==> src/rtl/core/min_heap_key_update_unit_assert.svh <==
// Assertion macros for the min-heap key update unit.
`ifndef MIN_HEAP_KEY_UPDATE_UNIT_ASSERT_SVH
`define MIN_HEAP_KEY_UPDATE_UNIT_ASSERT_SVH
`ifndef SYNTHESIS
// Same-cycle implication, sampled on aclk and idle during reset.
`define MHKU_ASSERT_IMP(lbl, ante, cons) \
    lbl: assert property (@(posedge aclk) disable iff (!aresetn) (ante) |-> (cons)) \
        else $error("assertion failed: same-cycle implication");
// Next-cycle implication, sampled on aclk and idle during reset.
`define MHKU_ASSERT_NXT(lbl, ante, cons) \
    lbl: assert property (@(posedge aclk) disable iff (!aresetn) (ante) |=> (cons)) \
        else $error("assertion failed: next-cycle implication");
`else
`define MHKU_ASSERT_IMP(lbl, ante, cons)
`define MHKU_ASSERT_NXT(lbl, ante, cons)
`endif
`endif

==> src/rtl/core/mhku_pkg.sv <==
// Shared constants, select codes and control structs of the min-heap key update unit.
package mhku_pkg;

    localparam int DEF_HEAP_DEPTH    = 64;
    localparam int DEF_PRIORITY_BITS = 32;
    localparam int SLOT_PORT_W       = 7;
    localparam int TAG_W             = 6;
    localparam int TAG_COUNT         = 64;
    localparam int ROOT_SLOT         = 1;

    localparam logic FUNC_PLACE  = 1'b0;
    localparam logic FUNC_UPDATE = 1'b1;

    // Sources of the next slot index.
    localparam logic [2:0] IDX_MAP    = 3'd0;
    localparam logic [2:0] IDX_SLOT   = 3'd1;
    localparam logic [2:0] IDX_PARENT = 3'd2;
    localparam logic [2:0] IDX_LEFT   = 3'd3;
    localparam logic [2:0] IDX_RIGHT  = 3'd4;

    // Heap read address sources.
    localparam logic [2:0] RD_LEFT          = 3'd0;
    localparam logic [2:0] RD_RIGHT         = 3'd1;
    localparam logic [2:0] RD_PARENT        = 3'd2;
    localparam logic [2:0] RD_GRAND         = 3'd3;
    localparam logic [2:0] RD_LEFT_OF_LEFT  = 3'd4;
    localparam logic [2:0] RD_LEFT_OF_RIGHT = 3'd5;

    // Heap write data sources.
    localparam logic [1:0] WR_ITEM  = 2'd0;
    localparam logic [1:0] WR_RDATA = 2'd1;
    localparam logic [1:0] WR_CHILD = 2'd2;

    typedef struct packed {
        logic       load;
        logic       map_rd;
        logic       heap_rd;
        logic [2:0] rd_sel;
        logic       idx_ld;
        logic [2:0] idx_sel;
        logic       wr_en;
        logic [1:0] wr_sel;
        logic       wr_at_slot;
        logic       child_ld;
        logic       out_ld;
    } mhku_cmd_t;

    typedef struct packed {
        logic func_update;
        logic slot_ok;
        logic idx_ok;
        logic idx_root;
        logic dn_ok;
        logic dn_ok_l;
        logic dn_ok_r;
        logic has_right;
        logic par_lt;
        logic par_gt;
        logic up_cont;
        logic left_win_now;
        logic left_win_reg;
        logic right_win;
    } mhku_status_t;

endpackage

==> src/rtl/core/mhku_ram.sv <==
// Generic single-port-write, single-port-read RAM with registered read data.
module mhku_ram #(
    parameter int  WIDTH  = 8,
    parameter int  DEPTH  = 16,
    localparam int ADDR_W = $clog2(DEPTH)
) (
    input  logic              aclk,
    input  logic              we,
    input  logic [ADDR_W-1:0] waddr,
    input  logic [WIDTH-1:0]  wdata,
    input  logic              re,
    input  logic [ADDR_W-1:0] raddr,
    output logic [WIDTH-1:0]  rdata
);

    logic [WIDTH-1:0] mem [DEPTH];
    logic [WIDTH-1:0] rdata_reg;

    always_ff @(posedge aclk) begin
        if (we) begin
            mem[waddr] <= wdata;
        end
        if (re) begin
            rdata_reg <= mem[raddr];
        end
    end

    assign rdata = rdata_reg;

endmodule

==> src/rtl/core/mhku_dpath.sv <==
// Datapath of the min-heap key update unit: item registers, heap and map memories, compares.
module mhku_dpath
    import mhku_pkg::*;
#(
    parameter int HEAP_DEPTH    = DEF_HEAP_DEPTH,
    parameter int PRIORITY_BITS = DEF_PRIORITY_BITS
) (
    input  logic                     aclk,
    input  logic                     s_func,
    input  logic [SLOT_PORT_W-1:0]   s_slot,
    input  logic [TAG_W-1:0]         s_item_tag,
    input  logic [PRIORITY_BITS-1:0] s_new_priority,
    input  logic [SLOT_PORT_W-1:0]   s_heap_count,
    input  mhku_cmd_t                cmd,
    output mhku_status_t             status,
    output logic [SLOT_PORT_W-1:0]   m_final_slot,
    output logic [TAG_W-1:0]         m_top_tag,
    output logic [PRIORITY_BITS-1:0] m_top_priority
);

    localparam int SLOT_W  = $clog2(HEAP_DEPTH + 1);
    localparam int ADDR_W  = $clog2(HEAP_DEPTH);
    localparam int MAP_A_W = $clog2(TAG_COUNT);
    localparam int ENTRY_W = TAG_W + PRIORITY_BITS;
    localparam int WIDE_W  = SLOT_W + SLOT_PORT_W;
    localparam int KID_W   = SLOT_W + 2;

    logic                     func_reg;
    logic [SLOT_PORT_W-1:0]   slot_reg;
    logic [TAG_W-1:0]         tag_reg;
    logic [PRIORITY_BITS-1:0] prio_reg;
    logic [SLOT_W-1:0]        cnt_reg;
    logic [SLOT_W-1:0]        idx_reg;
    logic [SLOT_W-1:0]        idx_next;
    logic [ENTRY_W-1:0]       child_reg;
    logic                     left_win_reg;
    logic [ENTRY_W-1:0]       root_reg;
    logic [SLOT_PORT_W-1:0]   final_reg;
    logic [TAG_W-1:0]         top_tag_reg;
    logic [PRIORITY_BITS-1:0] top_prio_reg;

    logic [WIDE_W-1:0]        cnt_wide;
    logic [SLOT_W-1:0]        cnt_sat;
    logic [WIDE_W-1:0]        slot_wide;
    logic [SLOT_W-1:0]        slot_idx;
    logic [WIDE_W-1:0]        idx_wide;

    logic [KID_W-1:0]         idx_k;
    logic [KID_W-1:0]         left_k;
    logic [KID_W-1:0]         right_k;
    logic [KID_W-1:0]         cnt_k;
    logic [KID_W-1:0]         half_k;
    logic [KID_W-1:0]         rd_slot;
    logic [KID_W-1:0]         rd_slot_m1;

    logic [ENTRY_W-1:0]       heap_rdata;
    logic [PRIORITY_BITS-1:0] rd_prio;
    logic [PRIORITY_BITS-1:0] best_prio;
    logic [SLOT_W-1:0]        map_rdata;

    logic [SLOT_W-1:0]        wr_slot;
    logic [SLOT_W-1:0]        wr_slot_m1;
    logic [ENTRY_W-1:0]       wr_data;
    logic [TAG_W-1:0]         wr_tag;

    // Input conversion: saturate the count, widen the slot for range checks.
    assign cnt_wide  = {{SLOT_W{1'b0}}, s_heap_count};
    assign cnt_sat   = (cnt_wide > WIDE_W'(HEAP_DEPTH)) ? SLOT_W'(HEAP_DEPTH)
                                                        : cnt_wide[SLOT_W-1:0];
    assign slot_wide = {{SLOT_W{1'b0}}, slot_reg};
    assign slot_idx  = slot_wide[SLOT_W-1:0];
    assign idx_wide  = {{SLOT_PORT_W{1'b0}}, idx_reg};

    assign idx_k   = {2'b00, idx_reg};
    assign left_k  = idx_k << 1;
    assign right_k = left_k | KID_W'(1);
    assign cnt_k   = {2'b00, cnt_reg};
    assign half_k  = cnt_k >> 1;

    assign rd_prio   = heap_rdata[PRIORITY_BITS-1:0];
    assign best_prio = left_win_reg ? child_reg[PRIORITY_BITS-1:0] : prio_reg;

    always_comb begin
        status              = '0;
        status.func_update  = (func_reg == FUNC_UPDATE);
        status.slot_ok      = (slot_wide != '0) && (slot_wide <= WIDE_W'(HEAP_DEPTH));
        status.idx_ok       = (idx_reg != '0) && (idx_reg <= SLOT_W'(HEAP_DEPTH));
        status.idx_root     = (idx_reg == SLOT_W'(ROOT_SLOT));
        status.dn_ok        = (idx_k <= half_k);
        status.dn_ok_l      = (left_k <= half_k);
        status.dn_ok_r      = (right_k <= half_k);
        status.has_right    = (right_k <= cnt_k);
        status.par_lt       = (rd_prio < prio_reg);
        status.par_gt       = (rd_prio > prio_reg);
        status.up_cont      = (idx_k >= KID_W'(4));
        status.left_win_now = (prio_reg >= rd_prio);
        status.left_win_reg = left_win_reg;
        status.right_win    = (best_prio >= rd_prio);
    end

    always_comb begin
        case (cmd.rd_sel)
            RD_LEFT:          rd_slot = left_k;
            RD_RIGHT:         rd_slot = right_k;
            RD_PARENT:        rd_slot = idx_k >> 1;
            RD_GRAND:         rd_slot = idx_k >> 2;
            RD_LEFT_OF_LEFT:  rd_slot = left_k << 1;
            RD_LEFT_OF_RIGHT: rd_slot = right_k << 1;
            default:          rd_slot = left_k;
        endcase
    end
    assign rd_slot_m1 = rd_slot - KID_W'(1);

    always_comb begin
        case (cmd.wr_sel)
            WR_ITEM:  wr_data = {tag_reg, prio_reg};
            WR_RDATA: wr_data = heap_rdata;
            WR_CHILD: wr_data = child_reg;
            default:  wr_data = {tag_reg, prio_reg};
        endcase
    end
    assign wr_slot    = cmd.wr_at_slot ? slot_idx : idx_reg;
    assign wr_slot_m1 = wr_slot - SLOT_W'(1);
    assign wr_tag     = wr_data[ENTRY_W-1 -: TAG_W];

    always_comb begin
        case (cmd.idx_sel)
            IDX_MAP:    idx_next = map_rdata;
            IDX_SLOT:   idx_next = slot_idx;
            IDX_PARENT: idx_next = idx_reg >> 1;
            IDX_LEFT:   idx_next = left_k[SLOT_W-1:0];
            IDX_RIGHT:  idx_next = right_k[SLOT_W-1:0];
            default:    idx_next = idx_reg;
        endcase
    end

    // Every heap write moves an entry into a slot, so the map entry of
    // that entry's tag is rewritten with the same slot in the same cycle.
    mhku_ram #(
        .WIDTH (ENTRY_W),
        .DEPTH (HEAP_DEPTH)
    ) u_heap_ram (
        .aclk  (aclk),
        .we    (cmd.wr_en),
        .waddr (wr_slot_m1[ADDR_W-1:0]),
        .wdata (wr_data),
        .re    (cmd.heap_rd),
        .raddr (rd_slot_m1[ADDR_W-1:0]),
        .rdata (heap_rdata)
    );

    mhku_ram #(
        .WIDTH (SLOT_W),
        .DEPTH (TAG_COUNT)
    ) u_map_ram (
        .aclk  (aclk),
        .we    (cmd.wr_en),
        .waddr (wr_tag[MAP_A_W-1:0]),
        .wdata (wr_slot),
        .re    (cmd.map_rd),
        .raddr (tag_reg[MAP_A_W-1:0]),
        .rdata (map_rdata)
    );

    always_ff @(posedge aclk) begin
        if (cmd.load) begin
            func_reg <= s_func;
            slot_reg <= s_slot;
            tag_reg  <= s_item_tag;
            prio_reg <= s_new_priority;
            cnt_reg  <= cnt_sat;
        end
        if (cmd.idx_ld) begin
            idx_reg <= idx_next;
        end
        if (cmd.child_ld) begin
            child_reg    <= heap_rdata;
            left_win_reg <= status.left_win_now;
        end
        if (cmd.wr_en && (wr_slot == SLOT_W'(ROOT_SLOT))) begin
            root_reg <= wr_data;
        end
        if (cmd.out_ld) begin
            final_reg    <= idx_wide[SLOT_PORT_W-1:0];
            top_tag_reg  <= root_reg[ENTRY_W-1 -: TAG_W];
            top_prio_reg <= root_reg[PRIORITY_BITS-1:0];
        end
    end

    assign m_final_slot   = final_reg;
    assign m_top_tag      = top_tag_reg;
    assign m_top_priority = top_prio_reg;

endmodule

==> src/rtl/core/mhku_ctrl.sv <==
// Controller state machine of the min-heap key update unit.
module mhku_ctrl
    import mhku_pkg::*;
(
    input  logic         aclk,
    input  logic         aresetn,
    input  logic         s_valid,
    output logic         s_ready,
    output logic         m_valid,
    input  logic         m_ready,
    input  mhku_status_t status,
    output mhku_cmd_t    cmd
);

    localparam logic [3:0] ST_IDLE   = 4'd0;
    localparam logic [3:0] ST_DECODE = 4'd1;
    localparam logic [3:0] ST_POS    = 4'd2;
    localparam logic [3:0] ST_START  = 4'd3;
    localparam logic [3:0] ST_PAR    = 4'd4;
    localparam logic [3:0] ST_UP     = 4'd5;
    localparam logic [3:0] ST_DN_L   = 4'd6;
    localparam logic [3:0] ST_DN_R   = 4'd7;
    localparam logic [3:0] ST_PUT    = 4'd8;
    localparam logic [3:0] ST_DONE   = 4'd9;

    logic [3:0] state_reg;
    logic [3:0] state_next;
    logic       m_valid_reg;
    logic       m_valid_next;

    always_comb begin
        cmd          = '0;
        state_next   = state_reg;
        m_valid_next = m_valid_reg && !m_ready;
        case (state_reg)
            ST_IDLE: begin
                if (s_valid) begin
                    cmd.load   = 1'b1;
                    state_next = ST_DECODE;
                end
            end
            ST_DECODE: begin
                if (status.func_update || !status.slot_ok) begin
                    cmd.map_rd = 1'b1;
                    state_next = ST_POS;
                end else begin
                    cmd.wr_en      = 1'b1;
                    cmd.wr_sel     = WR_ITEM;
                    cmd.wr_at_slot = 1'b1;
                    cmd.idx_ld     = 1'b1;
                    cmd.idx_sel    = IDX_SLOT;
                    state_next     = ST_DONE;
                end
            end
            ST_POS: begin
                cmd.idx_ld  = 1'b1;
                cmd.idx_sel = IDX_MAP;
                state_next  = status.func_update ? ST_START : ST_DONE;
            end
            ST_START: begin
                if (!status.idx_ok) begin
                    state_next = ST_DONE;
                end else if (status.idx_root) begin
                    if (status.dn_ok) begin
                        cmd.heap_rd = 1'b1;
                        cmd.rd_sel  = RD_LEFT;
                        state_next  = ST_DN_L;
                    end else begin
                        state_next = ST_PUT;
                    end
                end else begin
                    cmd.heap_rd = 1'b1;
                    cmd.rd_sel  = RD_PARENT;
                    state_next  = ST_PAR;
                end
            end
            ST_PAR, ST_UP: begin
                if (state_reg == ST_PAR && status.par_lt) begin
                    if (status.dn_ok) begin
                        cmd.heap_rd = 1'b1;
                        cmd.rd_sel  = RD_LEFT;
                        state_next  = ST_DN_L;
                    end else begin
                        state_next = ST_PUT;
                    end
                end else if (status.par_gt) begin
                    cmd.wr_en   = 1'b1;
                    cmd.wr_sel  = WR_RDATA;
                    cmd.idx_ld  = 1'b1;
                    cmd.idx_sel = IDX_PARENT;
                    if (status.up_cont) begin
                        cmd.heap_rd = 1'b1;
                        cmd.rd_sel  = RD_GRAND;
                        state_next  = ST_UP;
                    end else begin
                        state_next = ST_PUT;
                    end
                end else begin
                    state_next = ST_PUT;
                end
            end
            ST_DN_L: begin
                cmd.child_ld = 1'b1;
                if (status.has_right) begin
                    cmd.heap_rd = 1'b1;
                    cmd.rd_sel  = RD_RIGHT;
                    state_next  = ST_DN_R;
                end else begin
                    if (status.left_win_now) begin
                        cmd.wr_en   = 1'b1;
                        cmd.wr_sel  = WR_RDATA;
                        cmd.idx_ld  = 1'b1;
                        cmd.idx_sel = IDX_LEFT;
                    end
                    state_next = ST_PUT;
                end
            end
            ST_DN_R: begin
                if (status.right_win) begin
                    cmd.wr_en   = 1'b1;
                    cmd.wr_sel  = WR_RDATA;
                    cmd.idx_ld  = 1'b1;
                    cmd.idx_sel = IDX_RIGHT;
                    if (status.dn_ok_r) begin
                        cmd.heap_rd = 1'b1;
                        cmd.rd_sel  = RD_LEFT_OF_RIGHT;
                        state_next  = ST_DN_L;
                    end else begin
                        state_next = ST_PUT;
                    end
                end else if (status.left_win_reg) begin
                    cmd.wr_en   = 1'b1;
                    cmd.wr_sel  = WR_CHILD;
                    cmd.idx_ld  = 1'b1;
                    cmd.idx_sel = IDX_LEFT;
                    if (status.dn_ok_l) begin
                        cmd.heap_rd = 1'b1;
                        cmd.rd_sel  = RD_LEFT_OF_LEFT;
                        state_next  = ST_DN_L;
                    end else begin
                        state_next = ST_PUT;
                    end
                end else begin
                    state_next = ST_PUT;
                end
            end
            ST_PUT: begin
                cmd.wr_en  = 1'b1;
                cmd.wr_sel = WR_ITEM;
                state_next = ST_DONE;
            end
            ST_DONE: begin
                if (!m_valid_reg || m_ready) begin
                    cmd.out_ld   = 1'b1;
                    m_valid_next = 1'b1;
                    state_next   = ST_IDLE;
                end
            end
            default: begin
                state_next = ST_IDLE;
            end
        endcase
    end

    always_ff @(posedge aclk) begin
        if (!aresetn) begin
            state_reg   <= ST_IDLE;
            m_valid_reg <= 1'b0;
        end else begin
            state_reg   <= state_next;
            m_valid_reg <= m_valid_next;
        end
    end

    assign s_ready = (state_reg == ST_IDLE);
    assign m_valid = m_valid_reg;

endmodule

==> src/rtl/core/min_heap_key_update_unit.sv <==
// Top level of the min-heap key update unit: controller, datapath and checks.
//
// The unit keeps a 1-based binary min-heap of tagged priorities together with
// a tag-to-slot map. Items arrive on the s_ channel (valid/ready); each one
// yields exactly one result on the m_ channel (valid/ready), in order.
// A place item writes tag and priority into an in-range slot and records the
// slot in the map. An update item looks up the tag, sets its new priority and
// walks it down or up the heap, rewriting the map entry of every moved tag.
// The result carries the tag's final slot and the current root entry.
// Walking down reads the left and, where there is one, the right child of
// each level one after the other through the single read port of the heap
// memory; walking up reads one parent per level.
// One item is in work at a time; s_ready returns in the cycle after the
// result is loaded, so a new item is taken only once the last is through.
// A result waits in an output register while the receiver stalls, and the
// next item is still taken and worked on; only its own result waits.
// Reset (aresetn, synchronous, active low) returns control to idle and drops
// any pending result; heap and map contents are not cleared.
module min_heap_key_update_unit
    import mhku_pkg::*;
#(
    parameter int HEAP_DEPTH    = DEF_HEAP_DEPTH,
    parameter int PRIORITY_BITS = DEF_PRIORITY_BITS
) (
    input  logic                     aclk,
    input  logic                     aresetn,
    input  logic                     s_valid,
    output logic                     s_ready,
    input  logic                     s_func,
    input  logic [SLOT_PORT_W-1:0]   s_slot,
    input  logic [TAG_W-1:0]         s_item_tag,
    input  logic [PRIORITY_BITS-1:0] s_new_priority,
    input  logic [SLOT_PORT_W-1:0]   s_heap_count,
    output logic                     m_valid,
    input  logic                     m_ready,
    output logic [SLOT_PORT_W-1:0]   m_final_slot,
    output logic [TAG_W-1:0]         m_top_tag,
    output logic [PRIORITY_BITS-1:0] m_top_priority
);

`include "min_heap_key_update_unit_assert.svh"

    mhku_cmd_t    cmd;
    mhku_status_t status;

    // The controller sequences an update through lookup, the heap walk and the
    // final write, a place through a write or lookup; it owns both handshakes.
    mhku_ctrl u_ctrl (
        .aclk    (aclk),
        .aresetn (aresetn),
        .s_valid (s_valid),
        .s_ready (s_ready),
        .m_valid (m_valid),
        .m_ready (m_ready),
        .status  (status),
        .cmd     (cmd)
    );

    // The datapath holds the item being worked on, the two memories, the
    // root shadow copy and the result register.
    mhku_dpath #(
        .HEAP_DEPTH    (HEAP_DEPTH),
        .PRIORITY_BITS (PRIORITY_BITS)
    ) u_dpath (
        .aclk           (aclk),
        .s_func         (s_func),
        .s_slot         (s_slot),
        .s_item_tag     (s_item_tag),
        .s_new_priority (s_new_priority),
        .s_heap_count   (s_heap_count),
        .cmd            (cmd),
        .status         (status),
        .m_final_slot   (m_final_slot),
        .m_top_tag      (m_top_tag),
        .m_top_priority (m_top_priority)
    );

    // Only one item is in work: after a transfer in, the port closes.
    `MHKU_ASSERT_NXT(a_one_item, s_valid && s_ready, !s_ready)
    // A loaded result is offered on the next cycle.
    `MHKU_ASSERT_NXT(a_result_shown, cmd.out_ld, m_valid)
    // Heap writes at the walking index only hit slots inside the heap.
    `MHKU_ASSERT_IMP(a_wr_idx_ok, cmd.wr_en && !cmd.wr_at_slot, status.idx_ok)
    // Place writes only happen for an in-range slot.
    `MHKU_ASSERT_IMP(a_wr_slot_ok, cmd.wr_en && cmd.wr_at_slot, status.slot_ok)

endmodule

==> config.mk <==
export PLATFORM = sky130hd
export DESIGN_NAME = min_heap_key_update_unit
export DESIGN_NICKNAME = d
export VERILOG_FILES = /design/src/rtl/core/mhku_pkg.sv /design/src/rtl/core/mhku_ram.sv /design/src/rtl/core/mhku_dpath.sv /design/src/rtl/core/mhku_ctrl.sv /design/src/rtl/core/min_heap_key_update_unit.sv
export VERILOG_INCLUDE_DIRS = /design/src /design/src/rtl/core
export SDC_FILE = /design/constraint.sdc
export NUM_CORES = 2
export LEC_CHECK = 0
export BUFFER_PORTS_ARGS = -buffer_cell sky130_fd_sc_hd__buf_2
export CORE_ASPECT_RATIO = 0.7
export CORE_MARGIN = 10
export CORE_UTILIZATION = 45
export CTS_BUF_LIST = sky130_fd_sc_hd__clkbuf_4
export DETAILED_ROUTE_END_ITERATION = 12
export PLACE_DENSITY = 0.6
export SYNTH_ARGS = -nofsm -noshare
export SYNTH_HDL_FRONTEND = slang
export SYNTH_SLANG_ARGS = --single-unit
==> constraint.sdc <==
create_clock -name aclk -period 9.5 [get_ports aclk]
set_input_delay 0.475 -clock aclk [delete_from_list [all_inputs] [get_ports aclk]]
set_output_delay 0.475 -clock aclk [all_outputs]
set_load 0.02 [all_outputs]
==> results_dict.tcl <==
set metrics [dict create \
    yosysTopAreaCellShare_pct 77.1 \
    grt_pass1_wl_um 472000 \
    synth.most_common_cell "edfxtp_1" \
    gp_congestion 0.848 \
    hold_violations 0 \
    yosysWarningCount 0 \
    powerDensity_mw_per_mm2 221 \
    rsz0062_at_grt "false" \
    synth_enable_flop_cells 3107 \
    die_w_um 640 \
    crit_type "register to register" \
    cts_tree "built" \
    antenna_left 0 \
    hold_slack_ns 0.216 \
    fp.dieArea_mm2 0.290 \
    place_ws_ns 1.55 \
    use_met2_pct 32.6 \
    cp.arrival_ns 9.29 \
    routedWlPerCell_um 32.7 \
    first_pass_iters 6 \
    io_pins 104 \
    grt.busiest_layer "met1" \
    hold_path_end "u_ctrl.state_reg[1]" \
    worst_setup_path_start_kind "register" \
    final-setup-viol-count 0 \
    port_buffers 103 \
    viasPerCell 6.07 \
    drt_wl_total_um 336000 \
    synth_common_cells "3,107 x edfxtp_1, 876 x mux4_2, 177 x clkbuf_1, 161 x nor2_1, 156 x nand2_1" \
    start_util_pct 45.2 \
    post-route-period-util_pct 85.3 \
    top_register "u_dpath.u_heap_ram.mem" \
    final_layout_size_suffix_gt1_share_pct 36.4 \
    largest_register_ffs 2432 \
    cts_buffers 727 \
    fin_crit_ns 8.11 \
    fin_ws_ns 1.39 \
    min_path_cells 6 \
    grt_util_met1_pct 34.0 \
    p_leak_nw 44.5 \
    rows 159 \
    vias 62300 \
    mappedNetlistNets 5450 \
    ys_ff_latch 3112 \
    synth_flop_cell "edfxtp_1" \
    syn_inst 5312 \
    slew_headroom_pct 10.9 \
    top_regs "u_dpath.u_heap_ram.mem x2432, u_dpath.u_map_ram.mem x448" \
    syn_avg_cell_area_um2 22.8 \
    cp.required_ns 10.68 \
    r2r_slack_ns 1.39 \
    worstMarginPinSlew_ns 1.34 \
    htree_levels 6 \
    critPathMaxFanout 44 \
    skew_ns 0.141 \
    min-delay-start "s_valid" \
    worstHoldPathType "input pin to register" \
    ys_types 82 \
    r2r_start "u_dpath.left_win_reg" \
    drc 0 \
    grt_max_degree 103 \
    core_mm2 0.268 \
    synth_largest_area_cell "edfxtp_1" \
    endpoint_kind "register" \
    outcome "finished clean" \
    insertion_delay_ns 1.42 \
    synth_area_mm2 0.121 \
    drv_cap 0 \
    cts_resized 0 \
    grt_pass1_vias 62400 \
    clock_tree.root_cell "clkbuf_4" \
    fmax_mhz 123 \
    rr_endpoint "u_dpath.u_heap_ram.rdata[13]" \
    clk_pin_slew_ns 0.08 \
    drt_first_iter_violations 8588 \
    fin_tns_setup_ns 0 \
    peakVddDrop_v 0.000148 \
    antenna_found_initial 38 \
    overflow 0 \
    ys_seq_area_share_pct 77.2 \
    grtUsageTotal_pct 22.8 \
    async_flop_share_pct 0 \
    clkSinkCount 3112 \
    dieHeight_um 454 \
    syn_to_final_growth_pct 13.9 \
    clock_path_buffers 4 \
    slew_viol_final 0 \
    dpl.hpwl_um 189000 \
    nNetsFinal 6324 \
    synth_area_leaders "edfxtp_1 77%, mux4_2 16%, ha_1 0.84%" \
    r2r_cells 17 \
    gr-usage-met3_pct 7.37 \
]
==> cell families after synthesis <==
family | after synthesis | share of synthesized area (%)
DFF | 3112 | 77.2
muxes | 943 | 16.9
and+or+nand+nor | 492 | 1.91
buffers and inverters | 356 | 1.25
AOI/OAI and AO/OA | 312 | 1.81
adders and majority gates | 81 | 0.838
xor gates and xnor gates | 16 | 0.138
==> critical path, stage by stage, from the launching register on <==
cell	delay, ns
edfxtp_1	0.81
buf_4	0.49
o21ai_0	0.18
ha_1	0.33
nand4_1	0.22
nor4_1	0.41
and4_1	0.28
o41a_1	0.30
nor4_4	0.10
or2_2	0.38
a211oi_4	0.96
nand4_1	0.26
xor2_2	0.96
buf_4	0.44
and2_1	0.53
buf_4	0.52
a22oi_1	0.45
nand2_1	0.17
==> final cells by class <==
class                      count  area [um^2]
antenna                       16         40.0
clock buffer                1070         8030
inverter                      87          334
multi-input combinational   1844        27100
sequential                  3112        93400
tap                         3542         4430
timing repair buffer         414         3340
clock inverter               188         1110
fill                       21100       130000
==> cells in the final DEF, fill, tap and decap left out, types with 33 or more instances in the layout <==
cell type / n
nand2_1: 156
ha_1: 78
inv_1: 79
clkbuf_4: 1070
nor2_4: 51
clkinv_1: 137
edfxtp_1: 3107
a221oi_1: 33
mux2i_1: 58
buf_2: 103
o21ai_0: 48
mux4_2: 876
buf_4: 183
nor2_1: 110
a22oi_1: 63
dlygate4sd3_1: 111
==> metrics by stage <==
| step | instance area (um^2) | utilization (%) | instances | power, mW |
|---|---|---|---|---|
| 6_report | 138000 | 51.4 | 10300 | 30.4 |
| 5_1_grt | 138000 | 51.4 | 10300 | 31.6 |
| 4_1_cts | 138000 | 51.4 | 10300 | 30.6 |
| 3_5_place_dp | 127000 | 47.6 | 8888 | 19.9 |
| 3_3_place_gp | 127000 | 47.6 | 8888 | 19.8 |
| 2_1_floorplan | 121000 | - | 5312 | 18.2 |
==> metal layers <==
layer | wire length [um] | part of all wire (%)
met3 | 41600 | 12
met5 | 291 | 0.087
met1 | 139000 | 42
met2 | 146000 | 44
met4 | 8000 | 2.4
==> report_power, final <==
group / total [mW] / switching (mW) / internal [mW]
clock: 10.8 / 5.29 / 5.47
combinational: 3.89 / 2.61 / 1.28
sequential: 15.8 / 0.0964 / 15.7
total: 30.4 / 8.00 / 22.4
==> repair_timing <==
item                      4_1_cts  5_1_grt
hold buffers                  111        0
hold endpoints to repair       84        0
buffers inserted                0        0
==> how the worst max path moves through the flow <==
| stage | endpoint | slack (ns) | cells after the start | startpoint |
|---|---|---|---|---|
| 6_report | u_dpath.u_heap_ram.rdata[13] | 1.39 | 17 | u_dpath.left_win_reg |
| 3_3_place_gp | u_dpath.u_heap_ram.rdata[13] | 1.57 | 17 | u_dpath.left_win_reg |
| 5_1_grt | u_dpath.u_heap_ram.rdata[13] | 0.95 | 17 | u_dpath.left_win_reg |
| 2_1_floorplan | u_dpath.u_heap_ram.mem[26][0] | 1.37 | 12 | u_ctrl.state_reg[2] |
| 3_5_place_dp | u_dpath.u_heap_ram.rdata[13] | 1.55 | 17 | u_dpath.left_win_reg |
| 4_1_cts | u_dpath.u_heap_ram.rdata[13] | 1.54 | 17 | u_dpath.left_win_reg |
Power figures use the tool's default switching activity.
